File: src/sv/ihrf_pkg.sv
// shared types and constants for the ipv4 header receive filter
package ihrf_pkg;

    localparam int WORD_W  = 16;
    localparam int IDX_W   = 5;
    localparam int CFG_IDX_W = 1;

    localparam logic [2:0] VERDICT_PASS      = 3'd0;
    localparam logic [2:0] VERDICT_CHECKSUM  = 3'd1;
    localparam logic [2:0] VERDICT_VERSION   = 3'd2;
    localparam logic [2:0] VERDICT_FOREIGN   = 3'd3;
    localparam logic [2:0] VERDICT_MALFORMED = 3'd4;

    localparam logic [CFG_IDX_W-1:0] REG_LOCAL_ADDR = 1'd0;
    localparam logic [CFG_IDX_W-1:0] REG_BCAST_ADDR = 1'd1;

    localparam logic [31:0] LOCAL_ADDR_RESET = 32'h0102_0304;
    localparam logic [31:0] BCAST_ADDR_RESET = 32'hC0A8_78FF;

    localparam logic [7:0]       PROTO_UDP    = 8'd17;
    localparam logic [3:0]       IP_VERSION   = 4'd4;
    localparam logic [3:0]       MIN_IHL      = 4'd5;
    localparam logic [IDX_W-1:0] WORD_PROTO   = 5'd4;
    localparam logic [IDX_W-1:0] WORD_CSUM    = 5'd5;
    localparam logic [IDX_W-1:0] WORD_DST_HI  = 5'd8;
    localparam logic [IDX_W-1:0] WORD_DST_LO  = 5'd9;

    typedef struct packed {
        logic [2:0] verdict;
        logic [7:0] protocol_number;
        logic       deliver_udp;
    } t_result;

endpackage

File: src/sv/ihrf_if.sv
// channel interfaces: header word input, verdict output, register writes
interface ihrf_in_if;
    logic        valid;
    logic        ready;
    logic [15:0] header_word;
    logic        first_word;
    modport source (output valid, header_word, first_word, input ready);
    modport sink   (input valid, header_word, first_word, output ready);
endinterface

interface ihrf_out_if;
    logic       valid;
    logic       ready;
    logic [2:0] verdict;
    logic [7:0] protocol_number;
    logic       deliver_udp;
    modport source (output valid, verdict, protocol_number, deliver_udp, input ready);
    modport sink   (input valid, verdict, protocol_number, deliver_udp, output ready);
endinterface

interface ihrf_cfg_if;
    logic        valid;
    logic        ready;
    logic [0:0]  reg_index;
    logic [31:0] data;
    modport source (output valid, reg_index, data, input ready);
    modport sink   (input valid, reg_index, data, output ready);
endinterface

File: src/sv/ipv4_header_receive_filter.sv
// top level of the ipv4 header receive filter
//
// i_in carries 16-bit big-endian header words; first_word marks word 0 of a
// new header. Header length is IHL*2 words. A ones' complement sum runs over
// the header with the checksum word counted as zero, and version, protocol,
// checksum and destination are captured on the way.
// After the last header word one item goes out on o_out: verdict, protocol
// and a deliver-to-udp flag. A header with IHL below 5 gives a malformed
// verdict right on its first word. Words outside a header give nothing.
// i_cfg writes the local address (index 0) and broadcast address (index 1);
// it is always ready.
// Throughput is one word per cycle while input ready is high. The verdict
// of the last header word goes into the output register, or into the skid
// register while the output stalls; sum, capture and compare are combinational.
// A skid register behind the output register lets input continue while a
// verdict waits; input ready drops only when both hold an item.
// Reset (i_rst_n low, synchronous) empties both registers, puts the
// addresses to their defaults and leaves the block idle until a first word.
module ipv4_header_receive_filter
    import ihrf_pkg::*;
(
    input  logic          i_clk,
    input  logic          i_rst_n,
    ihrf_in_if.sink       i_in,
    ihrf_out_if.source    o_out,
    ihrf_cfg_if.sink      i_cfg
);

    logic [31:0]       r_local_addr;
    logic [31:0]       r_bcast_addr;
    logic [IDX_W-1:0]  r_idx,     n_idx;
    logic [IDX_W-1:0]  r_hw,      n_hw;
    logic [WORD_W-1:0] r_sum,     n_sum;
    logic [3:0]        r_version, n_version;
    logic [7:0]        r_prot,    n_prot;
    logic [WORD_W-1:0] r_csum,    n_csum;
    logic [31:0]       r_dst,     n_dst;
    logic              r_done,    n_done;
    logic              r_out_valid,  n_out_valid;
    logic              r_skid_valid, n_skid_valid;
    t_result           r_out,  n_out;
    t_result           r_skid, n_skid;

    logic              in_fire;
    logic              out_take;
    logic              res_valid;
    t_result           res;
    logic [WORD_W-1:0] w;
    logic [3:0]        ihl;
    logic [WORD_W:0]   raw_sum;
    logic [WORD_W-1:0] add_sum;
    logic              last;
    logic [2:0]        verdict;

    assign i_cfg.ready = 1'b1;
    assign i_in.ready  = !r_skid_valid;
    assign in_fire     = i_in.valid && i_in.ready;
    assign out_take    = o_out.valid && o_out.ready;

    assign o_out.valid           = r_out_valid;
    assign o_out.verdict         = r_out.verdict;
    assign o_out.protocol_number = r_out.protocol_number;
    assign o_out.deliver_udp     = r_out.deliver_udp;

    assign w   = i_in.header_word;
    assign ihl = w[11:8];

    // header processing
    always_comb begin
        n_idx     = r_idx;
        n_hw      = r_hw;
        n_sum     = r_sum;
        n_version = r_version;
        n_prot    = r_prot;
        n_csum    = r_csum;
        n_dst     = r_dst;
        n_done    = r_done;
        res_valid = 1'b0;
        res       = '0;
        raw_sum   = '0;
        add_sum   = '0;
        last      = 1'b0;
        verdict   = VERDICT_PASS;
        if (in_fire && (i_in.first_word || !r_done)) begin
            if (i_in.first_word) begin
                n_idx     = '0;
                n_sum     = '0;
                n_version = w[15:12];
                n_prot    = '0;
                n_csum    = '0;
                n_dst     = '0;
                n_hw      = {ihl, 1'b0};
                n_done    = 1'b0;
            end
            if (i_in.first_word && (ihl < MIN_IHL)) begin
                n_done    = 1'b1;
                res_valid = 1'b1;
                res.verdict = VERDICT_MALFORMED;
            end else begin
                if (n_idx == WORD_PROTO)  n_prot = w[7:0];
                if (n_idx == WORD_CSUM)   n_csum = w;
                if (n_idx == WORD_DST_HI) n_dst  = {w, n_dst[15:0]};
                if (n_idx == WORD_DST_LO) n_dst  = {n_dst[31:16], w};
                raw_sum = {1'b0, n_sum} + {1'b0, w};
                add_sum = raw_sum[WORD_W-1:0] + {{(WORD_W-1){1'b0}}, raw_sum[WORD_W]};
                if (n_idx != WORD_CSUM) n_sum = add_sum;
                last = ({1'b0, n_idx} + 6'd1) >= {1'b0, n_hw};
                if (!last) begin
                    n_idx = n_idx + 5'd1;
                end else begin
                    n_done = 1'b1;
                    priority if (~n_sum != n_csum)
                        verdict = VERDICT_CHECKSUM;
                    else if (n_version != IP_VERSION)
                        verdict = VERDICT_VERSION;
                    else if ((n_dst == r_local_addr) || (n_dst == r_bcast_addr))
                        verdict = VERDICT_PASS;
                    else
                        verdict = VERDICT_FOREIGN;
                    res_valid           = 1'b1;
                    res.verdict         = verdict;
                    res.protocol_number = n_prot;
                    res.deliver_udp     = (verdict == VERDICT_PASS) && (n_prot == PROTO_UDP);
                end
            end
        end
    end

    // output register and skid
    always_comb begin
        n_out_valid  = r_out_valid;
        n_out        = r_out;
        n_skid_valid = r_skid_valid;
        n_skid       = r_skid;
        if (out_take || !r_out_valid) begin
            if (r_skid_valid) begin
                n_out        = r_skid;
                n_out_valid  = 1'b1;
                n_skid_valid = 1'b0;
            end else begin
                n_out        = res;
                n_out_valid  = res_valid;
            end
        end else if (res_valid) begin
            n_skid       = res;
            n_skid_valid = 1'b1;
        end
    end

    always_ff @(posedge i_clk) begin
        if (!i_rst_n) begin
            r_local_addr <= LOCAL_ADDR_RESET;
            r_bcast_addr <= BCAST_ADDR_RESET;
            r_idx        <= '0;
            r_hw         <= '0;
            r_sum        <= '0;
            r_version    <= '0;
            r_prot       <= '0;
            r_csum       <= '0;
            r_dst        <= '0;
            r_done       <= 1'b1;
            r_out_valid  <= 1'b0;
            r_skid_valid <= 1'b0;
        end else begin
            if (i_cfg.valid && i_cfg.ready) begin
                unique case (i_cfg.reg_index)
                    REG_LOCAL_ADDR: r_local_addr <= i_cfg.data;
                    REG_BCAST_ADDR: r_bcast_addr <= i_cfg.data;
                    default: ;
                endcase
            end
            r_idx        <= n_idx;
            r_hw         <= n_hw;
            r_sum        <= n_sum;
            r_version    <= n_version;
            r_prot       <= n_prot;
            r_csum       <= n_csum;
            r_dst        <= n_dst;
            r_done       <= n_done;
            r_out_valid  <= n_out_valid;
            r_skid_valid <= n_skid_valid;
        end
    end

    always_ff @(posedge i_clk) begin
        r_out  <= n_out;
        r_skid <= n_skid;
    end

endmodule

File: src/flat_wrapper.sv
// flat-port wrapper written by rule: the top's interface ports become plain ports
module ipv4_header_receive_filter_flat import ihrf_pkg::*;
  (i_clk, i_rst_n, i_in_valid, i_in_header_word, i_in_first_word, i_in_ready, o_out_valid, o_out_verdict, o_out_protocol_number, o_out_deliver_udp, o_out_ready, i_cfg_valid, i_cfg_reg_index, i_cfg_data, i_cfg_ready);
  ihrf_in_if i_in_i ();
  ihrf_out_if o_out_i ();
  ihrf_cfg_if i_cfg_i ();
  input  logic i_clk;
  input  logic i_rst_n;
  input wire logic [$bits(i_in_i.valid)-1:0] i_in_valid;
  input wire logic [$bits(i_in_i.header_word)-1:0] i_in_header_word;
  input wire logic [$bits(i_in_i.first_word)-1:0] i_in_first_word;
  output wire logic [$bits(i_in_i.ready)-1:0] i_in_ready;
  output wire logic [$bits(o_out_i.valid)-1:0] o_out_valid;
  output wire logic [$bits(o_out_i.verdict)-1:0] o_out_verdict;
  output wire logic [$bits(o_out_i.protocol_number)-1:0] o_out_protocol_number;
  output wire logic [$bits(o_out_i.deliver_udp)-1:0] o_out_deliver_udp;
  input wire logic [$bits(o_out_i.ready)-1:0] o_out_ready;
  input wire logic [$bits(i_cfg_i.valid)-1:0] i_cfg_valid;
  input wire logic [$bits(i_cfg_i.reg_index)-1:0] i_cfg_reg_index;
  input wire logic [$bits(i_cfg_i.data)-1:0] i_cfg_data;
  output wire logic [$bits(i_cfg_i.ready)-1:0] i_cfg_ready;
  assign i_in_i.valid = i_in_valid;
  assign i_in_i.header_word = i_in_header_word;
  assign i_in_i.first_word = i_in_first_word;
  assign i_in_ready = i_in_i.ready;
  assign o_out_valid = o_out_i.valid;
  assign o_out_verdict = o_out_i.verdict;
  assign o_out_protocol_number = o_out_i.protocol_number;
  assign o_out_deliver_udp = o_out_i.deliver_udp;
  assign o_out_i.ready = o_out_ready;
  assign i_cfg_i.valid = i_cfg_valid;
  assign i_cfg_i.reg_index = i_cfg_reg_index;
  assign i_cfg_i.data = i_cfg_data;
  assign i_cfg_ready = i_cfg_i.ready;
  ipv4_header_receive_filter u_core (.i_clk(i_clk), .i_rst_n(i_rst_n), .i_in(i_in_i), .o_out(o_out_i), .i_cfg(i_cfg_i));
endmodule
File: config.mk
export PLATFORM = sky130hd
export DESIGN_NAME = ipv4_header_receive_filter_flat
export DESIGN_NICKNAME = d
export VERILOG_FILES = /design/src/sv/ihrf_pkg.sv /design/src/sv/ihrf_if.sv /design/src/sv/ipv4_header_receive_filter.sv /design/src/flat_wrapper.sv
export SDC_FILE = /design/constraint.sdc
export NUM_CORES = 1
export LEC_CHECK = 0
export ABC_AREA = 1
export BUFFER_PORTS_ARGS = -buffer_cell sky130_fd_sc_hd__buf_2
export CORE_MARGIN = 5
export CORE_UTILIZATION = 60
export CTS_CLUSTER_SIZE = 40
export DETAILED_ROUTE_END_ITERATION = 6
export PLACE_DENSITY_LB_ADDON = 0.08
export SLEW_MARGIN = 0
export SYNTH_ARGS = -nofsm -noshare
export SYNTH_HDL_FRONTEND = slang
export SYNTH_SLANG_ARGS = --single-unit
File: constraint.sdc
create_clock -name i_clk -period 4.05 [get_ports i_clk]
set_input_delay 0.2025 -clock i_clk [delete_from_list [all_inputs] [get_ports i_clk]]
set_output_delay 0.2025 -clock i_clk [all_outputs]
set_load 0.02 [all_outputs]
======== Word level (Yosys, flattened, before mapping) ========
Index checks and enable logic that the tools add are counted.
storage, ports and cells
  flip-flop bits (word level) ............. 177
  input port bits ......................... 55
  output and inout port bits .............. 15
  word-level logic and storage cells ...... 104
operators by class
  $add $sub $neg .......................... 4
  order comparisons ....................... 2
  equality and inequality tests ........... 10
  multiplexer cells ....................... 48
  bitwise logic cells ..................... 4
  reductions and logical operators ........ 18
operator list
  cell                                                        number
  2-to-1 mux 16 bit                                           12
  2-to-1 mux 32 bit                                           5
  == test 32 bit                                              2
  2-to-1 mux 8 bit                                            5
  2-to-1 mux 12 bit                                           3
  2-to-1 mux 5 bit                                            6
  adder 16 x 16 -> 17 bit                                     1
  adder 16 x 1 -> 16 bit                                      1
  != test 16 bit                                              1
  inverter 16 bit                                             1
  2-to-1 mux 3 bit                                            5
  == test 5 x 3 -> 1 bit, second input constant               2
  == test 5 x 4 -> 1 bit, second input constant               2
  2-to-1 mux 9 bit                                            1
  == test 8 x 5 -> 1 bit, second input constant               1
  2-to-1 mux 4 bit                                            2
  AND reduction 2 bit                                         4
  2-to-1 mux 1 bit                                            7
  adder 5 x 1 -> 6 bit, second input constant                 1
  >= comparator 6 x 5 -> 1 bit                                1
  adder 5 x 1 -> 5 bit, second input constant                 1
  logical AND 1 bit                                           5
  != test 5 x 3 -> 1 bit, second input constant               1
  less-than comparator 4 x 3 -> 1 bit, second input constant  1
  other kinds (8)                                             15

======== Longest topological paths before layout ========
  depth in word-level cells ............... 23
  mapped depth ............................ 35
  depth with buffers taken out ............ 34

======== Least setup slack after synthesis ========
Ideal clock, no wire load.
  path kind ............................... input to register
  start point ............................. in i_in_first_word
  end point ............................... reg u_core.r_out, in the netlist u_core.o_out.verdict[0], data pin
  library setup time ...................... 253 ps
  arrival ................................. 3501 ps
  required time ........................... 3797 ps
  setup slack ............................. 295 ps
  stages .................................. 33
  path buffers ............................ 1
  cell sequence ........................... inv_2 > buf_2 > nand2_1 > inv_1 > ha_1 > inv_1 > fa_1 > inv_1 > nand2_1 > nand2_2 > nand3_2 > nand2_1 > nand3_1 > nand2_1 > a21oi_1 > o21bai_1 > ha_1 > ha_1 > nand3_1 > nor2_2 > nand3_2 > nor2_4 > nand3_1 > nand2_1 > nand3_1 > nand2_1 > nor2_1 > nor2_1 > nand2_1 > nor2_1 > nand3_1 > nand2_1 > nand2_1
on the way
  cells in the longest elaborated chain, start to end .. 18
  elaborated cells between the ends (all ways) .. 47
  classes of those cells .................. add/sub: 3; order compare: 1; eq/ne: 8; mux: 30; bitwise: 1; reduce/logical: 4
RTL lines
  what                                                              RTL line                           text
  start: declaration                                                flat_wrapper.sv:11                 input wire logic [$bits(i_in_i.first_word)-1:0] i_in_first_word;
  branches (longest 16 deep; another with adder 16 x 16 -> 17 bit)  --
  2-to-1 mux 12 bit (*)                                             ipv4_header_receive_filter.sv:84   if (in_fire && (i_in.first_word || !r_done)) begin
  2-to-1 mux 12 bit (*)                                             ipv4_header_receive_filter.sv:136  if (r_skid_valid) begin
  end signal: assignment                                            ipv4_header_receive_filter.sv:186  r_out <= n_out;
  end: declaration                                                  ipv4_header_receive_filter.sv:41   t_result r_out, n_out;
Every way passes the cells marked *. The select of a mux whose other input is x is not followed.
A chain may end at the register's enable or synchronous reset.

======== Final worst setup path ========
  start point ............................. reg u_core.r_sum[0]
  end point ............................... reg u_core.r_out, in the netlist u_core.o_out.verdict[0], data pin
on the way
  cells in the longest elaborated chain, start to end .. 17
RTL lines
  what                      RTL line                           text
  start: declaration        ipv4_header_receive_filter.sv:33   logic [WORD_W-1:0] r_sum, n_sum;
  start signal: assignment  ipv4_header_receive_filter.sv:174  r_sum <= n_sum;
  2-to-1 mux 16 bit (*)     ipv4_header_receive_filter.sv:85   if (i_in.first_word) begin
  2-to-1 mux 16 bit (*)     ipv4_header_receive_filter.sv:84
  adder 16 x 16 -> 17 bit   ipv4_header_receive_filter.sv:104  raw_sum = {1'b0, n_sum} + {1'b0, w};
  adder 16 x 1 -> 16 bit    ipv4_header_receive_filter.sv:105  add_sum = raw_sum[WORD_W-1:0] + {{(WORD_W-1){1'b0}}, raw_sum[WORD_W]};
  2-to-1 mux 16 bit (*)     ipv4_header_receive_filter.sv:106  if (n_idx != WORD_CSUM) n_sum = add_sum;
  2-to-1 mux 16 bit (*)     ipv4_header_receive_filter.sv:95   if (i_in.first_word && (ihl < MIN_IHL)) begin
  2-to-1 mux 16 bit (*)     ipv4_header_receive_filter.sv:84
  inverter 16 bit (*)       ipv4_header_receive_filter.sv:112  priority if (~n_sum != n_csum)
  != test 16 bit (*)        ipv4_header_receive_filter.sv:112
  2-to-1 mux 3 bit (*)      ipv4_header_receive_filter.sv:112
  2-to-1 mux 3 bit (*)      ipv4_header_receive_filter.sv:108  if (!last) begin
  2-to-1 mux 3 bit (*)      ipv4_header_receive_filter.sv:95
  2-to-1 mux 3 bit (*)      ipv4_header_receive_filter.sv:84
  2-to-1 mux 12 bit (*)     ipv4_header_receive_filter.sv:108
  2-to-1 mux 3 bit (*)      ipv4_header_receive_filter.sv:95
  2-to-1 mux 12 bit (*)     ipv4_header_receive_filter.sv:84
  2-to-1 mux 12 bit (*)     ipv4_header_receive_filter.sv:136
Every way passes the cells marked *; elsewhere a longest branch is shown, timed or not. The select of a mux whose other input is x is not followed.

==> flow_metrics.tcl <==
set metrics [dict create \
    cp_top_family "simple AND/OR/NAND/NOR gates" \
    port_buffers 68 \
    clk_latency_ps 430 \
    wl_per_cell_um 15.2 \
    reg2regPathDepth 32 \
    gr-total-overflow 0 \
    finalSetupViolCount 0 \
    rsz0062_at_grt "yes" \
    antenna_found_initial 0 \
    ir_drop_v 0.000283 \
    area_growth_pct 16.4 \
    min_path_type "in -> reg" \
    async_flop_share 0 \
    place_ws_ps -97.8 \
    synth_cell_types 43 \
    placed_area_sq_mm 0.0111 \
    drt_wl_total_um 29000 \
    synth_area_sq_mm 0.0105 \
    start_util 0.609 \
    post_synth.cell_area_avg_sq_um 6.63 \
    status "complete, no violations" \
    crit_type "reg -> reg" \
    grt_start_max_net_pins 75 \
    p_per_area_mw_per_mm2 341 \
    cts_buffers 17 \
    hold_ws_ps 15.4 \
    drv_cap 0 \
    fin_skew_ps 10.8 \
    coreArea_sq_mm 0.0172 \
    fin_tns_setup_ps 0 \
    p_comb_frac 0.155 \
    maxSlewViolCount 0 \
    cp-endpoint "u_core.o_out.verdict[0]$_DFFE_PP_" \
    synth_nets 1661 \
    clock_power_share 0.394 \
    crit_path_max_fanout 4 \
    ys_seq_elements 177 \
    cts_root_buffer "clkbuf_16" \
    muxShareOfSynthArea 0 \
    p_leak_nw 5.32 \
    synth_compound_area_frac 0.143 \
    cp.required_ps 4230 \
    final_common_cell "nand2_1" \
    max_freq_ghz 0.248 \
    design_area_sq_mm 0.0122 \
    die_w_um 142 \
    ys_seq_area_frac 0.362 \
    slowest_stage "fa_2" \
    cts_tree "done" \
    tightestPinTransition_ps 1140 \
    htreeDepth 4 \
    worst_r2r_endpoint "u_core.o_out.verdict[0]$_DFFE_PP_" \
    die_h_um 142 \
    period_minus_slack_ps 4030 \
    mostFrequentLayoutCells "nand2_1 (444), inv_1 (152), dfxtp_1 (152), nor2_1 (146), nand3_1 (123)" \
    gp_congestion 0.954 \
    synth-xor-area-share 0.0393 \
    startpoint "u_core.r_sum[0]$_SDFFE_PN0P_" \
    grt_pass1_vias 9436 \
    p_sw_mw 1.22 \
    seq_power_share 0.452 \
    netlist_instances 1579 \
    vias_per_cell 5.43 \
    p_total_mw 4.16 \
    ios 70 \
    max_slew_margin 0.241 \
    synth_top_family_by_area "simple AND/OR/NAND/NOR gates" \
    r2r-start "u_core.r_sum[0]$_SDFFE_PN0P_" \
    hold_viol 0 \
    cpMostUsedCell "nand2_2" \
    drt_pre_antenna_iters 5 \
    layout.nets 1746 \
    post-route-util 0.709 \
    ys.flop_type "dfxtp_1" \
    dp.cells 1837 \
    intPower_mw 2.94 \
    dieArea_sq_mm 0.0202 \
    drive_gt1_frac 0.160 \
    synthAdderAreaFrac 0.0330 \
    yosysWarnings 0 \
    synth-simple-area-share 0.331 \
    grt_util_all_layers 0.285 \
    diodes 0 \
    vias 10323 \
    drt-initial-drc-count 868 \
    critPathArrivalTime_ps 4210 \
    fin_ws_ps 22.0 \
    cts.path.max_buffers 2 \
    worstSetupEndpointType "flop" \
    clk_pin_slew_ps 70 \
    worstPathBufferInverterCount 3 \
    final_cells 1902 \
    cp_num_cells 32 \
    sw_frac_of_total 0.293 \
    drc 0 \
    rrSetupSlack_ps 20 \
    grt_pass1_wl_um 46500 \
    num_rows 48 \
    slowest_delay_ps 360 \
    synth_edf_count 24 \
    finalCritPeriodShare 0.995 \
    ant_nets 0 \
    dpl.hpwl_um 20300 \
    start_kind "flop" \
    clock_sinks 177 \
]
-- per-layer routing --
metal	global-route usage	wire length [um]	share of wire
met5	0	0	0
met4	0.131	1330	0.046
met3	0.0397	1490	0.051
met2	0.460	13500	0.47
met1	0.379	12700	0.44
-- state kept, by name, summed over array words and instances, names as in the netlist, 3 cells and up --
| signal | flops |
|---|---|
| u_core.r_sum | 16 |
| u_core.r_dst | 32 |
| u_core.r_csum | 16 |
| u_core.r_hw | 5 |
| u_core.r_skid | 12 |
| u_core.r_prot | 8 |
| u_core.r_version | 4 |
| u_core.r_bcast_addr | 32 |
| u_core.r_local_addr | 32 |
| u_core.o_out.protocol_number | 8 |
| u_core.r_idx | 5 |
| u_core.o_out.verdict | 3 |
-- cells in the mapped netlist (2+ instances only) --
cell type  instances  area (sq um)
a21oi_1          107           536
a21oi_2            2          17.5
and2_1             2          12.5
buf_1              3          11.3
buf_2             10          50.1
buf_6              7          78.8
clkbuf_1          51           191
clkinv_1           2          7.51
dfxtp_1          153          3060
edfxtp_1          24           721
ha_1              26           325
inv_1            157           589
inv_2              7          26.3
nand2_1          461          1730
nand2_2           10          62.6
nand3_1          134           671
nand3_2            6          60.1
nand3b_1           8          60.1
nand4_1           15          93.8
nor2_1           155           582
nor2_2             9          56.3
nor3_1            15          75.1
o211ai_1           6          45.0
o21ai_0          101           505
o21ai_1            8          40.0
o21ai_2           31           272
o22ai_1            3          18.8
or2_1              5          31.3
or2_2              2          12.5
xnor2_1           28           245
xor2_1            19           166
-- power by group through the flow --
| stage | clock, mW | sequential [mW] | combinational (mW) |
|---|---|---|---|
| 2_1_floorplan | 0 | 1.91 | 0.401 |
| 3_3_place_gp | 0 | 1.91 | 0.576 |
| 3_5_place_dp | 0 | 1.92 | 0.582 |
| 4_1_cts | 1.66 | 1.88 | 0.607 |
| 5_1_grt | 1.73 | 1.88 | 0.719 |
| 6_report | 1.64 | 1.88 | 0.643 |
-- tightest hold or removal path: stages --
cell    delay (ps)
buf_2           90
nor2_1          40
nor2_1          80
-- cells by family after synthesis --
family                     count (synthesis)
AOI/OAI and AO/OA                        265
xor gates and xnor gates                  47
adders and majority gates                 27
buffers and inverters                    238
DFF                                      177
other                                      1
and+or+nand+nor                          824
-- repair_timing --
item	CTS	global route
buffers inserted	2	8
hold buffers	23	0
pin swaps	10	36
resized for setup	9	54
hold endpoints to repair	28	0
setup endpoints to repair	3	6
-- how the worst min path moves through the flow --
stage | from | to | slack (ps) | cells past startpoint
final | i_cfg_data[27] | u_core.r_local_addr[27]$_SDFFE_PN0P_ | 20 | 3
after global routing | i_cfg_data[28] | u_core.r_local_addr[28]$_SDFFE_PN0P_ | 30 | 3
after CTS | i_cfg_data[27] | u_core.r_local_addr[27]$_SDFFE_PN0P_ | 0.3 | 3
after detailed placement | i_cfg_data[13] | u_core.r_bcast_addr[13]$_SDFFE_PN1P_ | 420 | 3
after global placement | i_cfg_data[5] | u_core.r_bcast_addr[5]$_SDFFE_PN1P_ | 420 | 3
after floorplan | i_cfg_data[0] | u_core.r_bcast_addr[0]$_SDFFE_PN1P_ | 320 | 2
-- area by class of cell --
class,count,area [sq um]
multi-input combinational,1164,5950
fill,1514,5000
sequential,177,3780
timing repair buffer,138,948
inverter,166,623
clock buffer,17,425
tap,225,282
clock inverter,15,163
Note: power is estimated with default switching activity, not from simulation.
